$ cat config.mk
export PLATFORM = sky130hd
export DESIGN_NAME = sha256_stream_hasher
export DESIGN_NICKNAME = d
export VERILOG_FILES = /design/src/rtl/shs_pkg.sv /design/src/rtl/shs_ctrl.sv /design/src/rtl/shs_datapath.sv /design/src/rtl/sha256_stream_hasher.sv
export SDC_FILE = /design/constraint.sdc
export NUM_CORES = 2
export LEC_CHECK = 0
export BUFFER_PORTS_ARGS = -buffer_cell sky130_fd_sc_hd__buf_2
export CAP_MARGIN = 10
export CORE_MARGIN = 3
export CORE_UTILIZATION = 55
export DETAILED_ROUTE_END_ITERATION = 16
export PLACE_DENSITY = 0.73
export SLEW_MARGIN = 20
export SYNTH_ARGS = -nofsm -noshare
export SYNTH_HDL_FRONTEND = slang
export SYNTH_SLANG_ARGS = --single-unit
$ cat constraint.sdc
create_clock -name clk -period 16.3 [get_ports clk]
set_input_delay 2.445 -clock clk [delete_from_list [all_inputs] [get_ports clk]]
set_output_delay 2.445 -clock clk [all_outputs]
set_load 0.05 [all_outputs]
$ cat src/rtl/shs_pkg.sv
// ----------------------------------------------------------------------------
// shs_pkg
// Shared types, constants and round functions of the SHA-256 stream hasher.
// ----------------------------------------------------------------------------
package shs_pkg;

  localparam int unsigned WordW  = 32;
  localparam int unsigned LenW   = 61;
  localparam logic [7:0]  PadByte = 8'h80;
  localparam logic [5:0]  LenPos  = 6'd56;

  localparam logic [31:0] ROUND_K [64] = '{
    32'h428a2f98, 32'h71374491, 32'hb5c0fbcf, 32'he9b5dba5,
    32'h3956c25b, 32'h59f111f1, 32'h923f82a4, 32'hab1c5ed5,
    32'hd807aa98, 32'h12835b01, 32'h243185be, 32'h550c7dc3,
    32'h72be5d74, 32'h80deb1fe, 32'h9bdc06a7, 32'hc19bf174,
    32'he49b69c1, 32'hefbe4786, 32'h0fc19dc6, 32'h240ca1cc,
    32'h2de92c6f, 32'h4a7484aa, 32'h5cb0a9dc, 32'h76f988da,
    32'h983e5152, 32'ha831c66d, 32'hb00327c8, 32'hbf597fc7,
    32'hc6e00bf3, 32'hd5a79147, 32'h06ca6351, 32'h14292967,
    32'h27b70a85, 32'h2e1b2138, 32'h4d2c6dfc, 32'h53380d13,
    32'h650a7354, 32'h766a0abb, 32'h81c2c92e, 32'h92722c85,
    32'ha2bfe8a1, 32'ha81a664b, 32'hc24b8b70, 32'hc76c51a3,
    32'hd192e819, 32'hd6990624, 32'hf40e3585, 32'h106aa070,
    32'h19a4c116, 32'h1e376c08, 32'h2748774c, 32'h34b0bcb5,
    32'h391c0cb3, 32'h4ed8aa4a, 32'h5b9cca4f, 32'h682e6ff3,
    32'h748f82ee, 32'h78a5636f, 32'h84c87814, 32'h8cc70208,
    32'h90befffa, 32'ha4506ceb, 32'hbef9a3f7, 32'hc67178f2
  };

  localparam logic [31:0] INIT_H [8] = '{
    32'h6a09e667, 32'hbb67ae85, 32'h3c6ef372, 32'ha54ff53a,
    32'h510e527f, 32'h9b05688c, 32'h1f83d9ab, 32'h5be0cd19
  };

  typedef enum logic [2:0] {
    ST_IDLE,
    ST_PAD80,
    ST_PADZ,
    ST_PADLEN,
    ST_ROUND,
    ST_FINAL,
    ST_OUT
  } state_t;

  typedef enum logic [1:0] {
    SEL_INPUT,
    SEL_PAD,
    SEL_ZERO,
    SEL_LEN
  } byte_sel_t;

  typedef struct packed {
    logic      push;
    byte_sel_t byte_sel;
    logic      len_inc;
    logic      round_en;
    logic      final_add;
    logic      out_adv;
    logic      restart;
  } cmd_t;

  typedef struct packed {
    logic fill_last;
    logic fill_at_len;
    logic round_last;
    logic out_last;
  } stat_t;

  function automatic logic [31:0] rotr(input logic [31:0] v, input int unsigned n);
    return (v >> n) | (v << (32 - n));
  endfunction

  function automatic logic [31:0] big_sig0(input logic [31:0] v);
    return rotr(v, 2) ^ rotr(v, 13) ^ rotr(v, 22);
  endfunction

  function automatic logic [31:0] big_sig1(input logic [31:0] v);
    return rotr(v, 6) ^ rotr(v, 11) ^ rotr(v, 25);
  endfunction

  function automatic logic [31:0] small_sig0(input logic [31:0] v);
    return rotr(v, 7) ^ rotr(v, 18) ^ (v >> 3);
  endfunction

  function automatic logic [31:0] small_sig1(input logic [31:0] v);
    return rotr(v, 17) ^ rotr(v, 19) ^ (v >> 10);
  endfunction

endpackage

$ cat src/rtl/shs_ctrl.sv
// ----------------------------------------------------------------------------
// shs_ctrl
// Sequencer: byte intake, padding, compression rounds and digest output.
// ----------------------------------------------------------------------------
module shs_ctrl (
  input  logic            clk,
  input  logic            rst,
  input  logic            in_valid,
  output logic            in_ready,
  input  logic            has_byte,
  input  logic            end_of_message,
  output logic            out_valid,
  input  logic            out_ready,
  input  shs_pkg::stat_t  stat,
  output shs_pkg::cmd_t   cmd
);

  shs_pkg::state_t state, state_next;
  shs_pkg::state_t resume, resume_next;

  always_ff @(posedge clk) begin
    if (rst) begin
      state  <= shs_pkg::ST_IDLE;
      resume <= shs_pkg::ST_IDLE;
    end else begin
      state  <= state_next;
      resume <= resume_next;
    end
  end

  always_comb begin
    state_next  = state;
    resume_next = resume;
    in_ready    = 1'b0;
    out_valid   = 1'b0;
    cmd         = '0;
    cmd.byte_sel = shs_pkg::SEL_INPUT;
    case (state)
      shs_pkg::ST_IDLE: begin
        in_ready = 1'b1;
        if (in_valid) begin
          if (has_byte) begin
            cmd.push    = 1'b1;
            cmd.len_inc = 1'b1;
          end
          if (has_byte && stat.fill_last) begin
            state_next  = shs_pkg::ST_ROUND;
            resume_next = end_of_message ? shs_pkg::ST_PAD80 : shs_pkg::ST_IDLE;
          end else if (end_of_message) begin
            state_next = shs_pkg::ST_PAD80;
          end
        end
      end
      shs_pkg::ST_PAD80: begin
        cmd.push     = 1'b1;
        cmd.byte_sel = shs_pkg::SEL_PAD;
        state_next   = stat.fill_last ? shs_pkg::ST_ROUND : shs_pkg::ST_PADZ;
        resume_next  = shs_pkg::ST_PADZ;
      end
      shs_pkg::ST_PADZ: begin
        if (stat.fill_at_len) begin
          state_next = shs_pkg::ST_PADLEN;
        end else begin
          cmd.push     = 1'b1;
          cmd.byte_sel = shs_pkg::SEL_ZERO;
          if (stat.fill_last) begin
            state_next  = shs_pkg::ST_ROUND;
            resume_next = shs_pkg::ST_PADZ;
          end
        end
      end
      shs_pkg::ST_PADLEN: begin
        cmd.push     = 1'b1;
        cmd.byte_sel = shs_pkg::SEL_LEN;
        if (stat.fill_last) begin
          state_next  = shs_pkg::ST_ROUND;
          resume_next = shs_pkg::ST_OUT;
        end
      end
      shs_pkg::ST_ROUND: begin
        cmd.round_en = 1'b1;
        if (stat.round_last) begin
          state_next = shs_pkg::ST_FINAL;
        end
      end
      shs_pkg::ST_FINAL: begin
        cmd.final_add = 1'b1;
        state_next    = resume;
      end
      shs_pkg::ST_OUT: begin
        out_valid = 1'b1;
        if (out_ready) begin
          cmd.out_adv = 1'b1;
          if (stat.out_last) begin
            // digest delivered, start a fresh message
            cmd.restart = 1'b1;
            state_next  = shs_pkg::ST_IDLE;
          end
        end
      end
      default: begin
        state_next = shs_pkg::ST_IDLE;
      end
    endcase
  end

endmodule

$ cat src/rtl/shs_datapath.sv
// ----------------------------------------------------------------------------
// shs_datapath
// Block shift register (doubles as the rolling schedule), round variables,
// chaining words, fill and length counters and the digest word select.
// ----------------------------------------------------------------------------
module shs_datapath (
  input  logic           clk,
  input  logic           rst,
  input  logic [7:0]     data_byte,
  input  shs_pkg::cmd_t  cmd,
  output shs_pkg::stat_t stat,
  output logic [31:0]    digest_word,
  output logic [2:0]     word_index,
  output logic           last_word
);

  logic [511:0]                    msg;
  logic [7:0][31:0]                vars;
  logic [7:0][31:0]                chain;
  logic [5:0]                      fill;
  logic [shs_pkg::LenW-1:0]        len;
  logic [5:0]                      round_idx;
  logic [2:0]                      out_idx;

  logic [7:0]  push_byte;
  logic [63:0] len_bits;
  logic [5:0]  len_shift;
  logic [31:0] w_cur;
  logic [31:0] w_new;
  logic [31:0] t1;
  logic [31:0] t2;
  logic [31:0] ch;
  logic [31:0] mj;
  logic        block_done;

  assign len_bits  = {len, 3'b000};
  // length goes out most significant byte first at block offsets 56..63
  assign len_shift = {~fill[2:0], 3'b000};

  always_comb begin
    case (cmd.byte_sel)
      shs_pkg::SEL_INPUT: push_byte = data_byte;
      shs_pkg::SEL_PAD:   push_byte = shs_pkg::PadByte;
      shs_pkg::SEL_ZERO:  push_byte = 8'h00;
      shs_pkg::SEL_LEN:   push_byte = 8'(len_bits >> len_shift);
      default:            push_byte = 8'h00;
    endcase
  end

  // window holds W[t] .. W[t+15], W[t] in the top word
  assign w_cur = msg[511:480];
  assign w_new = shs_pkg::small_sig1(msg[63:32]) + msg[223:192]
               + shs_pkg::small_sig0(msg[479:448]) + w_cur;

  assign ch = (vars[4] & vars[5]) ^ (~vars[4] & vars[6]);
  assign mj = (vars[0] & vars[1]) ^ (vars[0] & vars[2]) ^ (vars[1] & vars[2]);
  assign t1 = vars[7] + shs_pkg::big_sig1(vars[4]) + ch
            + shs_pkg::ROUND_K[round_idx] + w_cur;
  assign t2 = shs_pkg::big_sig0(vars[0]) + mj;

  assign block_done = cmd.push && (fill == 6'd63);

  always_ff @(posedge clk) begin
    if (cmd.push) begin
      msg <= {msg[503:0], push_byte};
    end else if (cmd.round_en) begin
      msg <= {msg[479:0], w_new};
    end
  end

  always_ff @(posedge clk) begin
    if (block_done) begin
      vars <= chain;
    end else if (cmd.round_en) begin
      vars[7] <= vars[6];
      vars[6] <= vars[5];
      vars[5] <= vars[4];
      vars[4] <= vars[3] + t1;
      vars[3] <= vars[2];
      vars[2] <= vars[1];
      vars[1] <= vars[0];
      vars[0] <= t1 + t2;
    end
  end

  always_ff @(posedge clk) begin
    if (rst || cmd.restart) begin
      for (int i = 0; i < 8; i++) begin
        chain[i] <= shs_pkg::INIT_H[i];
      end
      fill    <= '0;
      len     <= '0;
      out_idx <= '0;
    end else begin
      if (cmd.final_add) begin
        for (int i = 0; i < 8; i++) begin
          chain[i] <= chain[i] + vars[i];
        end
      end
      if (cmd.push) begin
        fill <= fill + 6'd1;
      end
      if (cmd.len_inc) begin
        len <= len + 61'd1;
      end
      if (cmd.out_adv) begin
        out_idx <= out_idx + 3'd1;
      end
    end
  end

  always_ff @(posedge clk) begin
    if (rst) begin
      round_idx <= '0;
    end else if (block_done) begin
      round_idx <= '0;
    end else if (cmd.round_en) begin
      round_idx <= round_idx + 6'd1;
    end
  end

  assign stat.fill_last   = (fill == 6'd63);
  assign stat.fill_at_len = (fill == shs_pkg::LenPos);
  assign stat.round_last  = (round_idx == 6'd63);
  assign stat.out_last    = (out_idx == 3'd7);

  assign digest_word = chain[out_idx];
  assign word_index  = out_idx;
  assign last_word   = (out_idx == 3'd7);

endmodule

$ cat src/rtl/sha256_stream_hasher.sv
// ----------------------------------------------------------------------------
// sha256_stream_hasher
// SHA-256 over a byte stream, eight digest words out per message.
// ----------------------------------------------------------------------------
// Each accepted item may add one byte to the current 64-byte block. The
// byte that completes a block starts a compression (64 rounds through a
// single round unit, then the chaining add), during which in_ready stays
// low. On end_of_message the block is padded one byte at a time (0x80,
// zeros up to offset 56, then the 8-byte bit length), so the tail costs
// one or two compressions, after which the eight digest words go out one
// per accepted result, word 0 first. The hasher then restarts for the next
// message; no item is taken from the end marker until the last digest word
// is accepted.
module sha256_stream_hasher (
  input  logic        clk,
  input  logic        rst,
  input  logic        in_valid,
  output logic        in_ready,
  input  logic [7:0]  data_byte,
  input  logic        has_byte,
  input  logic        end_of_message,
  output logic        out_valid,
  input  logic        out_ready,
  output logic [31:0] digest_word,
  output logic [2:0]  word_index,
  output logic        last_word
);

  shs_pkg::cmd_t  cmd;
  shs_pkg::stat_t stat;

  shs_ctrl u_ctrl (
    .clk            (clk),
    .rst            (rst),
    .in_valid       (in_valid),
    .in_ready       (in_ready),
    .has_byte       (has_byte),
    .end_of_message (end_of_message),
    .out_valid      (out_valid),
    .out_ready      (out_ready),
    .stat           (stat),
    .cmd            (cmd)
  );

  shs_datapath u_datapath (
    .clk         (clk),
    .rst         (rst),
    .data_byte   (data_byte),
    .cmd         (cmd),
    .stat        (stat),
    .digest_word (digest_word),
    .word_index  (word_index),
    .last_word   (last_word)
  );

endmodule
Word-level counts from Yosys, hierarchy flattened
Memory sizes are Yosys's and may differ from the RTL's.
Index checks and enable logic that the tools add are counted.
{"block": "totals", "reg_bits": 1106, "latchBits": 0, "ram_bits": 0, "romBits": 2048, "out_inout_bits": 38, "wordCells": 151, "mem_count": 1}
{"block": "op_classes", "add_sub_neg": 22, "multipliers": 0, "n_div": 0, "magnitude_cmp": 2, "eq_ne": 22, "shifts": 1, "n_mux": 39, "n_bitwise": 29, "reduce_logical": 12}
{"name": "(no name shown)", "words": 64, "word_bits": 32, "read_ports": 1, "rd_clocked_by_memory_dff": 0, "wr": 0, "line": "shs_datapath.sv:58", "text": "+ shs_pkg::ROUND_K[round_idx] + w_cur;"}
{"op": "$mux 512", "n": 2}
{"op": "$add 32x32->32", "n": 18}
{"op": "$mux 256", "n": 2}
{"op": "$xor 32x32->32", "n": 9}
{"op": "$and 32x32->32", "n": 5}
{"op": "$bmux 32 s3", "n": 1}
{"op": "$mux 32", "n": 3}
{"op": "$shr 64x6->8", "n": 1}
{"op": "$add 61x1->61 const B", "n": 1}
{"op": "$mux 3", "n": 15}
{"op": "$not 32->32", "n": 1}
{"op": "$or 10x32->32", "n": 1}
{"op": "$or 13x32->32", "n": 1}
{"op": "$or 14x32->32", "n": 1}
{"op": "$or 15x32->32", "n": 1}
{"op": "$or 19x32->32", "n": 1}
{"op": "$or 21x32->32", "n": 1}
{"op": "$or 25x32->32", "n": 1}
{"op": "$or 26x32->32", "n": 1}
{"op": "$or 30x32->32", "n": 1}
{"op": "$or 7x32->32", "n": 1}
{"op": "$pmux 8 s4", "n": 1}
{"op": "$xor 32x22->32", "n": 1}
{"op": "$xor 32x29->32", "n": 1}
{"op": "30 further kinds", "n": 56}

Logic depth before layout (Yosys ltp)
{"block": "logic_depth", "word_depth": 10, "depth_mapped": 43, "mapped_depth_nobuf": 42}

Hierarchy
A second synthesis with hierarchy kept.
{"block": "hier_totals", "cells_unflattened": 7563, "hier_area_um2": 75006.9}
{"mod": "shs_datapath", "instances": 1, "cells_each": 7500, "area_each_um2": 74491.4, "seq_area_each_um2": 29708.5}
{"mod": "shs_ctrl", "instances": 1, "cells_each": 63, "area_each_um2": 515.5, "seq_area_each_um2": 120.1}

Least setup slack after synthesis
Ideal clock, no wire load.
{"block": "synth_path", "path_type": "in2reg", "from": "input in_valid", "to": "register u_datapath.msg[0] (enable)", "setup_time_ps": 3671, "arrival_ps": 11829, "t_required_ps": 12629, "slack_ps": 800, "stages": 7, "path_buffers": 3, "cell_sequence": "nand2_1 o21ai_0 nand2b_1 clkbuf_1 clkbuf_1 clkbuf_1 nand2_1"}
{"block": "synth_between", "elab_chain_cells": 3}
{"item": "start, declared", "line": "sha256_stream_hasher.sv:17", "text": "input logic in_valid,"}
{"item": "$mux 1", "line": "shs_ctrl.sv:41", "text": "if (in_valid) begin"}
{"item": "$pmux 1 s3", "line": "shs_ctrl.sv:38", "text": "case (state)"}
{"item": "$reduce_bool 2->1 (no line)"}
{"item": "end signal, assigned", "line": "shs_datapath.sv:65", "text": "msg <= {msg[503:0], push_byte};"}
{"item": "end signal, assigned", "line": "shs_datapath.sv:67", "text": "msg <= {msg[479:0], w_new};"}
{"item": "end, declared", "line": "shs_datapath.sv:17", "text": "logic [511:0] msg;"}
No other way between the ends.
A chain may end at the register's enable or synchronous reset.

Worst setup path after layout
{"block": "layout_path", "from": "register u_datapath.round_idx[0]", "to": "register u_datapath.vars[31] (netlist bit), data pin"}
{"block": "layout_between", "elab_chain_cells": 9}
{"item": "start, declared", "line": "shs_datapath.sv:22", "text": "logic [5:0] round_idx;"}
{"item": "start signal, assigned", "line": "shs_datapath.sv:118", "text": "round_idx <= round_idx + 6'd1;"}
{"item": "$not 6->7 (implied by the code)", "line": "shs_datapath.sv:58"}
{"item": "$mem_v2 64x32"}
{"item": "$mux 32 (implied by the code) (2 in series)", "line": "shs_datapath.sv:58"}
{"item": "$add 32x32->32 (2 in series)", "line": "shs_datapath.sv:58"}
{"item": "$add 32x32->32", "line": "shs_datapath.sv:82", "text": "vars[0] <= t1 + t2;"}
{"item": "$mux 256", "line": "shs_datapath.sv:74", "text": "end else if (cmd.round_en) begin"}
{"item": "$mux 256", "line": "shs_datapath.sv:72", "text": "if (block_done) begin"}
{"item": "end signal, assigned", "line": "shs_datapath.sv:73", "text": "vars <= chain;"}
{"item": "end, declared", "line": "shs_datapath.sv:18", "text": "logic [7:0][31:0] vars;"}
No other way between the ends. The select of a mux whose other input is x is not followed.

==> metrics.csv <==
metric,value,unit
status,completed,
crit_required,16.80,ns
die_h,373,µm
worst_pin_slew,1.19,ns
powerDensity,185,nW/µm²
dp.cells,9746,
ys_seq_area_share,40.3,%
wl,227000,µm
tritoncts,yes,
cts-root-buf,clkbuf_16,
gp_congestion,0.992,
initialDrtViolationCount,7616,
cp.depth,41,
finalWorstSetupSlack,5.48,ns
max_stage_delay,0.65,ns
stdcell_area,79500,µm²
clock_latency,0.78,ns
drtAntennaViolNets,0,
cts_buffer_depth,3,
path_max_fanout,30,
cpLargestDelayFamily,compound AO/OA/AOI/OAI gates,
slew_headroom,20.5,%
htreeDepth,3,
layout-drive-gt1-share,5.96,%
rows,134,
ys_types,97,
clk_pin_slew,0.06,ns
cts_hold_buf,0,
finalHoldViolCount,0,
ios,52,
reg2reg_from,u_datapath.round_idx[0],
final_cells,9976,
wire_per_inst,22.8,µm
via_count,61200,
overflow,0,
syn-num-nets,8948,
criticalPathCategory,reg -> reg,
final_cell_mix,"nand2_1, edfxtp_1, a21oi_1",
post-route-period-util,66.4,%
synth_cells,8341,
slew_viol_final,0,
post-dp-hpwl,164000,µm
ctsResizeCount,0,
place_ws,5.72,ns
post-cts-setup-buffers,0,
numCtsBuffers,120,
grt_usage,31.9,%
yosys_warnings,0,
cts.sinks,1106,
ys_ff_latch,1106,
grt_start_max_net_pins,229,
hp-start,u_datapath.word_index[2],
tns,0,ns
maxCapViolations,0,
die_w,373,µm
placed_cell_area,75400,µm²
io_buffers,51,
hp-class,reg -> reg,
arrival,11.31,ns
antenna_found_initial,15,
nets,8707,
mostFrequentLayoutCell,nand2_1,
clock_skew,0.0793,ns
core,134000,µm²
ys.flop_type,edfxtp_1,
grt_pass1_wl,346000,µm
crit_buf_inv,4,
startpoint_type,flop,
whs,0.452,ns
syn_to_final_growth,7.25,%
viasPerCell,6.14,
startpoint,u_datapath.round_idx[0],
hold_depth,2,
die_area,139000,µm²
max_freq,0.0924,GHz
crit_path_top_delay_cell,ha_1,
path_common_cell,a21oi_1,
rsz0062_at_grt,no,
grt_pass1_vias,57100,
first_pass_iters,8,
leakagePower,0.0329,µW
postSynthAreaPerCell,8.88,µm²
setup_viol,0,
drc,0,
start_util,55.4,%
synth_edf_count,768,
async_flop_share,0,%
period_needed,10.82,ns
reg2regPathDepth,41,
synth_area,74100,µm²
ir_worst_vdd,0.000293,V
crit_path_end_kind,flop,
-- cell type report --
| class | count | area (µm²) |
|---|---|---|
| antenna | 2 | 5.00 |
| multi-input combinational | 6501 | 41600 |
| clock buffer | 171 | 3350 |
| tap | 1768 | 2210 |
| sequential | 1106 | 29800 |
| fill | 11500 | 54200 |
| timing repair buffer | 114 | 778 |
| inverter | 257 | 965 |
| clock inverter | 57 | 707 |
-- metal layers --
metal,wire (µm),up-vias,GRT usage [%]
met3,25200,480,6.58
met1,96900,29500,47.1
met2,96400,2999,46.6
met5,41,-,0
met4,8820,6,11.2
li1,-,28200,-
-- state kept, by name, summed over array words and instances, names as in the netlist --
name and cells:
u_ctrl.state 3, u_datapath.round_idx 6, u_datapath.word_index 3, u_datapath.msg 512, u_datapath.chain 256, u_datapath.vars 256, u_datapath.fill 6, u_datapath.len 61
u_ctrl.resume 3
-- report_power, final --
group | leakage (µW) | switching, µW | internal, µW
clock network | 0.00196 | 1210 | 1610
logic | 0.0209 | 4550 | 2950
registers | 0.0101 | 486 | 3920
-- final timing paths --
path                              end  slack, ns
max               u_datapath.vars[31]       5.48
min          u_datapath.word_index[2]       0.45
max reg2reg       u_datapath.vars[31]       5.48
min reg2reg  u_datapath.word_index[2]       0.45
-- cells by family (layout without fill, tap and decap cells) --
logic type               after synthesis  in the layout  share of synthesized area [%]
AO/OA/AOI/OAI                       1603           1603                           13.4
flip-flops                          1106           1106                           40.3
XOR/XNOR                             615            615                           7.27
AND/OR/NAND/NOR                     3507           3507                           19.5
multiplexers                         159            159                           3.60
other                                  0              2                              0
adder cells (fa/ha/maj)              617            617                           12.3
buffers and inverters                734            599                           3.72
-- worst register-to-register path, delay by kind of cell (launching register included) --
| kind | cells | cell delay, ns |
|---|---|---|
| AOI/OAI and AO/OA | 19 | 3.96 |
| adders and majority gates | 8 | 3.66 |
| and+or+nand+nor | 7 | 1.06 |
| DFF | 1 | 0.31 |
| buffers and inverters | 4 | 1.03 |
| xor gates and xnor gates | 3 | 0.52 |
-- Yosys cell counts, types with 58 or more instances --
cell type | number | area (µm²)
o21ai_0 | 385 | 1930
nand2b_1 | 74 | 463
xnor2_1 | 419 | 3670
a211oi_1 | 59 | 443
o211ai_1 | 91 | 683
clkbuf_1 | 431 | 1620
nor3_1 | 97 | 485
mux4_2 | 80 | 1800
fa_1 | 195 | 3900
nor2b_1 | 65 | 407
nand3_1 | 120 | 601
dfxtp_1 | 338 | 6770
nand2_1 | 2541 | 9540
mux2_2 | 58 | 653
edfxtp_1 | 768 | 23100
a21o_1 | 165 | 1240
xor2_1 | 196 | 1720
nor2_1 | 394 | 1480
a21oi_1 | 554 | 2770
ha_1 | 398 | 4980
inv_1 | 253 | 950
-- through the flow --
| step | utilization [%] | power [µW] |
|---|---|---|
| 3_3_place_gp | 56.4 | 11600 |
| 5_1_grt | 59.5 | 15600 |
| 4_1_cts | 59.5 | 14600 |
| 6_report | 59.5 | 14700 |
| 2_1_floorplan | - | 9800 |
| 3_5_place_dp | 56.4 | 11700 |
No activity file was read; power rests on OpenSTA's default activity.
